$ cat src/hdl/bpc_pkg.sv
`default_nettype none

package bpc_pkg;

    localparam int TIME_W = 32;
    localparam int CFG_W  = 16;
    localparam int IDX_W  = 2;
    localparam int KIND_W = 2;

    // register indexes
    localparam logic [IDX_W-1:0] REG_LONG_PRESS = 2'd0;
    localparam logic [IDX_W-1:0] REG_DOUBLE_GAP = 2'd1;
    localparam logic [IDX_W-1:0] REG_DEBOUNCE   = 2'd2;

    // register reset values
    localparam logic [CFG_W-1:0] LONG_PRESS_RST = 16'd700;
    localparam logic [CFG_W-1:0] DOUBLE_GAP_RST = 16'd280;
    localparam logic [CFG_W-1:0] DEBOUNCE_RST   = 16'd30;

    // press kinds
    localparam logic [KIND_W-1:0] KIND_SHORT  = 2'd0;
    localparam logic [KIND_W-1:0] KIND_DOUBLE = 2'd1;
    localparam logic [KIND_W-1:0] KIND_LONG   = 2'd2;

    typedef struct packed {
        logic [CFG_W-1:0] long_press_ms;
        logic [CFG_W-1:0] gap_max_ms;
        logic [CFG_W-1:0] bounce_min_ms;
    } t_cfg;

    typedef struct packed {
        logic              valid;
        logic [KIND_W-1:0] kind;
    } t_result;

endpackage

`default_nettype wire

$ cat src/hdl/bpc_sample_if.sv
`default_nettype none

interface bpc_sample_if;
    logic                      valid;
    logic                      ready;
    logic                      button_down;
    logic [bpc_pkg::TIME_W-1:0] time_ms;

    modport source (output valid, output button_down, output time_ms, input ready);
    modport sink   (input valid, input button_down, input time_ms, output ready);
endinterface

`default_nettype wire

$ cat src/hdl/bpc_result_if.sv
`default_nettype none

interface bpc_result_if;
    logic                       valid;
    logic                       ready;
    logic [bpc_pkg::KIND_W-1:0] press_kind;

    modport source (output valid, output press_kind, input ready);
    modport sink   (input valid, input press_kind, output ready);
endinterface

`default_nettype wire

$ cat src/hdl/button_press_classifier.sv
// Channel   Dir  Word fields                        Handshake
// i_sample  in   button_down[0], time_ms[31:0]      valid/ready
// o_result  out  press_kind[1:0]                    valid/ready
// i_cfg_*   in   index[1:0], data[15:0]             write enable only
//
// One sample word per cycle sustained while results are taken; an accepted word
// is held in the input register, then the state update loads its result register.
// Reset is synchronous, active low; it restores the idle phase and the
// default hold, gap and debounce times.
// A result held in the output register that is not taken stalls the
// input register; the input still accepts while that register is free.
`default_nettype none

module button_press_classifier (
    input  wire logic                        i_clk,
    input  wire logic                        i_rst_n,
    bpc_sample_if.sink                       i_sample,
    bpc_result_if.source                     o_result,
    input  wire logic                        i_cfg_we,
    input  wire logic [bpc_pkg::IDX_W-1:0]   i_cfg_idx,
    input  wire logic [bpc_pkg::CFG_W-1:0]   i_cfg_data
);

    // configuration registers
    bpc_pkg::t_cfg r_cfg;

    // input register
    logic                       r_in_valid;
    logic                       r_in_down;
    logic [bpc_pkg::TIME_W-1:0] r_in_time;

    // result register
    logic                       r_out_valid;
    logic [bpc_pkg::KIND_W-1:0] r_out_kind;

    logic             w_out_free;
    logic             w_advance;
    logic             w_in_take;
    bpc_pkg::t_result w_res;

    // the result register can take a new word when empty or being drained
    assign w_out_free      = !r_out_valid || o_result.ready;
    assign w_advance       = r_in_valid && w_out_free;
    assign i_sample.ready  = !r_in_valid || w_out_free;
    assign w_in_take       = i_sample.valid && i_sample.ready;

    assign o_result.valid      = r_out_valid;
    assign o_result.press_kind = r_out_kind;

    always_ff @(posedge i_clk) begin
        if (!i_rst_n) begin
            r_cfg.long_press_ms <= bpc_pkg::LONG_PRESS_RST;
            r_cfg.gap_max_ms    <= bpc_pkg::DOUBLE_GAP_RST;
            r_cfg.bounce_min_ms <= bpc_pkg::DEBOUNCE_RST;
        end else if (i_cfg_we) begin
            case (i_cfg_idx)
                bpc_pkg::REG_LONG_PRESS: r_cfg.long_press_ms <= i_cfg_data;
                bpc_pkg::REG_DOUBLE_GAP: r_cfg.gap_max_ms    <= i_cfg_data;
                bpc_pkg::REG_DEBOUNCE:   r_cfg.bounce_min_ms <= i_cfg_data;
                default: begin
                    // unknown index: drop the write
                end
            endcase
        end
    end

    // hold the sample until the state machine consumes it
    always_ff @(posedge i_clk) begin
        if (!i_rst_n) begin
            r_in_valid <= 1'b0;
        end else if (w_in_take) begin
            r_in_valid <= 1'b1;
        end else if (w_advance) begin
            r_in_valid <= 1'b0;
        end
    end

    always_ff @(posedge i_clk) begin
        if (w_in_take) begin
            r_in_down <= i_sample.button_down;
            r_in_time <= i_sample.time_ms;
        end
    end

    bpc_fsm u_fsm (
        .i_clk   (i_clk),
        .i_rst_n (i_rst_n),
        .i_en    (w_advance),
        .i_down  (r_in_down),
        .i_time  (r_in_time),
        .i_cfg   (r_cfg),
        .o_res   (w_res)
    );

    // load a new result or drain the one taken
    always_ff @(posedge i_clk) begin
        if (!i_rst_n) begin
            r_out_valid <= 1'b0;
        end else if (w_res.valid) begin
            r_out_valid <= 1'b1;
        end else if (o_result.ready) begin
            r_out_valid <= 1'b0;
        end
    end

    always_ff @(posedge i_clk) begin
        if (w_res.valid) begin
            r_out_kind <= w_res.kind;
        end
    end

endmodule

`default_nettype wire

$ cat src/hdl/bpc_fsm.sv
`default_nettype none

module bpc_fsm (
    input  wire logic                       i_clk,
    input  wire logic                       i_rst_n,
    input  wire logic                       i_en,
    input  wire logic                       i_down,
    input  wire logic [bpc_pkg::TIME_W-1:0] i_time,
    input  wire bpc_pkg::t_cfg              i_cfg,
    output bpc_pkg::t_result                o_res
);

    typedef enum logic [1:0] {
        ST_IDLE = 2'd0,
        ST_DOWN = 2'd1,
        ST_WAIT = 2'd2,
        ST_LONG = 2'd3
    } t_phase;

    t_phase                       r_phase, n_phase;
    logic [bpc_pkg::TIME_W-1:0]   r_press_start, n_press_start;
    logic [bpc_pkg::TIME_W-1:0]   r_release_time, n_release_time;
    logic                         r_second, n_second;

    logic [bpc_pkg::TIME_W-1:0]   w_held;
    logic [bpc_pkg::TIME_W-1:0]   w_gap;

    // differences wrap modulo 2^32
    assign w_held = i_time - r_press_start;
    assign w_gap  = i_time - r_release_time;

    always_comb begin
        n_phase        = r_phase;
        n_press_start  = r_press_start;
        n_release_time = r_release_time;
        n_second       = r_second;
        o_res.valid    = 1'b0;
        o_res.kind     = bpc_pkg::KIND_SHORT;
        case (r_phase)
            ST_IDLE: begin
                if (i_down) begin
                    n_phase       = ST_DOWN;
                    n_press_start = i_time;
                    n_second      = 1'b0;
                end
            end
            ST_DOWN: begin
                if (i_down) begin
                    if (w_held >= {16'd0, i_cfg.long_press_ms}) begin
                        o_res.valid = 1'b1;
                        o_res.kind  = bpc_pkg::KIND_LONG;
                        n_phase     = ST_LONG;
                    end
                end else if (w_held >= {16'd0, i_cfg.bounce_min_ms}) begin
                    if (r_second) begin
                        o_res.valid = 1'b1;
                        o_res.kind  = bpc_pkg::KIND_DOUBLE;
                        n_phase     = ST_IDLE;
                    end else begin
                        n_release_time = i_time;
                        n_phase        = ST_WAIT;
                    end
                end else begin
                    // too short: drop the press
                    n_phase = ST_IDLE;
                end
            end
            ST_WAIT: begin
                if (i_down) begin
                    n_phase       = ST_DOWN;
                    n_press_start = i_time;
                    n_second      = 1'b1;
                end else if (w_gap >= {16'd0, i_cfg.gap_max_ms}) begin
                    o_res.valid = 1'b1;
                    o_res.kind  = bpc_pkg::KIND_SHORT;
                    n_phase     = ST_IDLE;
                end
            end
            default: begin
                if (!i_down) begin
                    n_phase = ST_IDLE;
                end
            end
        endcase
        o_res.valid = o_res.valid & i_en;
    end

    always_ff @(posedge i_clk) begin
        if (!i_rst_n) begin
            r_phase        <= ST_IDLE;
            r_press_start  <= '0;
            r_release_time <= '0;
            r_second       <= 1'b0;
        end else if (i_en) begin
            r_phase        <= n_phase;
            r_press_start  <= n_press_start;
            r_release_time <= n_release_time;
            r_second       <= n_second;
        end
    end

endmodule

`default_nettype wire

$ cat src/flat_wrapper.sv
// flat-port wrapper written by rule: the top's interface ports become plain ports
module button_press_classifier_flat 
  (i_clk, i_rst_n, i_cfg_we, i_cfg_idx, i_cfg_data, i_sample_valid, i_sample_button_down, i_sample_time_ms, i_sample_ready, o_result_valid, o_result_press_kind, o_result_ready);
  bpc_sample_if i_sample_i ();
  bpc_result_if o_result_i ();
  input  wire logic i_clk;
  input  wire logic i_rst_n;
  input  wire logic i_cfg_we;
  input  wire logic [bpc_pkg::IDX_W-1:0] i_cfg_idx;
  input  wire logic [bpc_pkg::CFG_W-1:0] i_cfg_data;
  input wire logic [$bits(i_sample_i.valid)-1:0] i_sample_valid;
  input wire logic [$bits(i_sample_i.button_down)-1:0] i_sample_button_down;
  input wire logic [$bits(i_sample_i.time_ms)-1:0] i_sample_time_ms;
  output wire logic [$bits(i_sample_i.ready)-1:0] i_sample_ready;
  output wire logic [$bits(o_result_i.valid)-1:0] o_result_valid;
  output wire logic [$bits(o_result_i.press_kind)-1:0] o_result_press_kind;
  input wire logic [$bits(o_result_i.ready)-1:0] o_result_ready;
  assign i_sample_i.valid = i_sample_valid;
  assign i_sample_i.button_down = i_sample_button_down;
  assign i_sample_i.time_ms = i_sample_time_ms;
  assign i_sample_ready = i_sample_i.ready;
  assign o_result_valid = o_result_i.valid;
  assign o_result_press_kind = o_result_i.press_kind;
  assign o_result_i.ready = o_result_ready;
  button_press_classifier u_core (.i_clk(i_clk), .i_rst_n(i_rst_n), .i_sample(i_sample_i), .o_result(o_result_i), .i_cfg_we(i_cfg_we), .i_cfg_idx(i_cfg_idx), .i_cfg_data(i_cfg_data));
endmodule
$ cat config.mk
export PLATFORM = sky130hd
export DESIGN_NAME = button_press_classifier_flat
export DESIGN_NICKNAME = d
export VERILOG_FILES = /design/src/hdl/bpc_pkg.sv /design/src/hdl/bpc_sample_if.sv /design/src/hdl/bpc_result_if.sv /design/src/hdl/button_press_classifier.sv /design/src/hdl/bpc_fsm.sv /design/src/flat_wrapper.sv
export SDC_FILE = /design/constraint.sdc
export NUM_CORES = 1
export LEC_CHECK = 0
export ABC_AREA = 0
export BUFFER_PORTS_ARGS = -buffer_cell sky130_fd_sc_hd__clkbuf_2
export CORE_UTILIZATION = 31
export DETAILED_ROUTE_END_ITERATION = 12
export GPL_TIMING_DRIVEN = 0
export PLACE_DENSITY_LB_ADDON = 0.1
export SYNTH_ARGS = -nofsm -noshare
export SYNTH_HDL_FRONTEND = slang
export SYNTH_HIERARCHICAL = 1
export SYNTH_SLANG_ARGS = --single-unit
export TNS_END_PERCENT = 5
$ cat constraint.sdc
create_clock -name i_clk -period 5.8 [get_ports i_clk]
set_input_delay 0.29 -clock i_clk [delete_from_list [all_inputs] [get_ports i_clk]]
set_output_delay 0.29 -clock i_clk [all_outputs]
set_load 0.01 [all_outputs]
==> run_results.csv <==
group,metric,value,unit
die,fp.dieArea,0.0363,mm2
power_and_ir_drop,p_leak,5.12,nW
routing,routedWlPerCell,18.0,um
placement,dp.final_hpwl,26.7,mm
synth,synth_warnings,6,
clock_tree,cts_tree,"done",
sta,finalSetupViolCount,0,
clock_tree,cts_root_buffer,"clkbuf_16",
synth,synth_area,0.0110,mm2
placement,gp_congestion,0.867,
die,rows,68,
synth,synth_fp_nets,1468,
worst_setup_path,cp_data_arrival_time,5790,ps
worst_setup_path,cp-end-kind,"flop",
worst_setup_path,crit_path_start_kind,"flop",
sta,drv_slew,0,
routing,drc,0,
layout,synthToLayoutAreaGrowth,15.4,%
grt,grt_start_max_net_pins,20,
placement,placed_area,0.0119,mm2
sta,rsz0062_at_grt,"no",
run,cap_violations,0,
power_and_ir_drop,powerDensity,257,mW/mm2
sta,worst_pin_slew,818,ps
sta,relSlewSlack,0.454,
layout,drive_above_1_share,0.0929,
synth,synth_edf_count,35,
power_and_ir_drop,peakVddDrop,0.000224,V
die,initial_core_util,0.317,
sta,skew,13.6,ps
routing,vias,9295,
sta,clock.fmax,183,MHz
synth,syn_area_per_cell,8.49,um2
sta,final_hold_viol_count,0,
routing,first_iter_violations,541,
clock_tree,insertion_delay,450,ps
clock_tree,cts_sinks,152,
layout,finalNetCount,1559,
routing,firstDrtPassIters,5,
synth,ys_types,85,
layout,final_area,0.0127,mm2
die,die_x,190,um
grt,grt_pass1_vias,9227,
layout,antenna_cells,0,
power_and_ir_drop,finalPower,0.00327,W
synth,syn_inst,1296,
layout,utilization,0.366,
clock_tree,cts_buffer_depth,2,
clock_tree,cts-buffers-inserted,17,
routing,routed_via_density,5.01,
die,core,0.0347,mm2
status,outcome,"finished, final reports clean",
grt,track_usage,0.188,
synth,async_reset_ff_frac,0,
grt,antenna_found_initial,0,
sta,fin_crit_sh,0.940,
routing,wl,33.3,mm
die,ios,60,
synth,synth_ff_type,"dfxtp_1",
placement,portBuffers,56,
synth,ys_ff_latch,152,
worst_setup_path,crit_fanout,4,
die,die_h,190,um
hold_path,hp-class,"primary input to flop",
clock_tree,clk_pin_slew,70,ps
clock_tree,post-cts-setup-buffers,0,
routing,drtAntennaViolNets,0,
grt,overflow,0,
worst_setup_path,critPathKind,"flop to flop",
synth,ys_seq_area_frac,0.308,
grt,grt_pass1_wl,51.7,mm
clock_tree,cts_max_level,4,
worst_setup_path,required,6140,ps
sta,period_minus_slack,5450,ps
==> Yosys cell counts, types with 34 or more instances <==
| cell type | number | area share |
|---|---|---|
| nor2b_1 | 54 | 0.031 |
| clkbuf_1 | 34 | 0.012 |
| inv_1 | 127 | 0.043 |
| ha_1 | 114 | 0.13 |
| nand2_1 | 189 | 0.064 |
| a21boi_0 | 34 | 0.023 |
| mux2i_1 | 82 | 0.075 |
| dfxtp_1 | 117 | 0.21 |
| o21ai_0 | 42 | 0.019 |
| edfxtp_1 | 35 | 0.095 |
| a21oi_1 | 84 | 0.038 |
| nor2_1 | 43 | 0.015 |
==> final cells by class <==
type | count | area, um2
Timing Repair Buffer | 72 | 458
Sequential cell | 152 | 3390
Inverter | 127 | 477
Tap cell | 455 | 569
Fill cell | 3682 | 22000
Buffer | 49 | 274
Clock inverter | 13 | 191
Multi-Input combinational cell | 968 | 6910
Clock buffer | 19 | 433
==> metrics by stage <==
step | hold slack [ps] | setup slack, ps | TNS, ps | cells
floorplan | 389 | 1480 | 0 | 1296
global placement | 445 | -207 | -535 | 1807
detailed placement | 447 | -239 | -617 | 1808
CTS | 0.0497 | 130 | 0 | 1853
global route | 2.38 | 33.2 | 0 | 1855
finish | 22.2 | 348 | 0 | 1855
==> worst max-delay path, cell delays in order, from the launching register on <==
cell and delay, ps:
edfxtp_1 460, inv_1 120, ha_1 200, inv_1 70
fa_1 420, a211oi_1 320, o21ai_0 200, nor4b_2 240
nor2_2 240, xnor2_1 210, ha_1 280, nand2_1 100
o221ai_1 150, a2111oi_2 400, nand4_1 140, a2111oi_1 410
nand4_1 220, nor4_4 360, nand2_1 80, o21ai_0 260
a31oi_1 220, o21a_1 230
==> worst paths after layout <==
kind              slack (ps)  cells past startpoint                     to                 from
setup / recovery         350                     21  u_core/o_result.valid  u_core/r_in_time[0]
hold / removal            20                      1    u_core/r_in_time[2]  i_sample_time_ms[2]
hold reg to reg          460                      2       u_core/r_cfg[40]     u_core/r_cfg[40]
setup reg to reg         350                     21  u_core/o_result.valid  u_core/r_in_time[0]
==> what timing repair did <==
action	CTS	global route
endpoints found under the setup margin	5	5
hold buffers	13	2
resized for setup	3	5
hold endpoints to repair	13	2
==> layer usage <==
layer / GRT usage / routed length, um / vias to the layer above
li1: - / - / 4768
met1: 0.263 / 16900 / 4389
met2: 0.299 / 15100 / 107
met3: 0.0254 / 775 / 31
met4: 0.0551 / 556 / 0
met5: 0 / 0 / -
==> cells in the final DEF (no fill, tap or decap), types with 15 or more instances in the layout <==
cell type | synthesis | final
nand2b_1 | 20 | 20
o21ai_0 | 42 | 42
a21o_1 | 18 | 18
nand3_1 | 17 | 17
clkbuf_16 | 0 | 17
nand2_1 | 189 | 189
o211ai_1 | 23 | 23
dfxtp_1 | 117 | 117
clkbuf_1 | 34 | 36
clkbuf_2 | 0 | 56
nor2_1 | 43 | 42
edfxtp_1 | 35 | 35
o21a_1 | 22 | 22
inv_1 | 127 | 127
dlygate4sd3_1 | 0 | 15
nor2b_1 | 54 | 54
a21oi_1 | 84 | 83
mux2i_1 | 82 | 82
nor3_1 | 18 | 17
nand4_1 | 27 | 27
ha_1 | 114 | 114
xor2_1 | 15 | 15
a21boi_0 | 34 | 34
xnor2_1 | 27 | 27
==> where the power goes <==
group / internal [W] / switching (W) / total (W)
registers: 0.00113 / 0.0000531 / 0.00118
clock network: 0.000727 / 0.000499 / 0.00123
logic: 0.000344 / 0.000515 / 0.000860
==> sequential cells by signal, summed over array words and instances (netlist names) <==
name                         count
u_core/o_result.valid            1
u_core/u_fsm/r_press_start      32
u_core/r_cfg                    48
u_core/o_result.press_kind       2
u_core/r_in_down                 1
u_core/u_fsm/r_phase             2
u_core/u_fsm/r_release_time     32
u_core/r_in_time                32
u_core/r_in_valid                1
u_core/u_fsm/r_second            1
==> cells by family (layout without fill, tap and decap cells) <==
family                     count (synthesis)  in the layout  synth area share
xor gates and xnor gates                  42             42            0.0334
DFF                                      152            152             0.308
and+or+nand+nor                          426            426             0.195
buffers and inverters                    176            280            0.0682
AOI/OAI and AO/OA                        299            299             0.185
muxes                                     85             85            0.0776
adders and majority gates                116            116             0.133
Power figures use the tool's default switching activity.
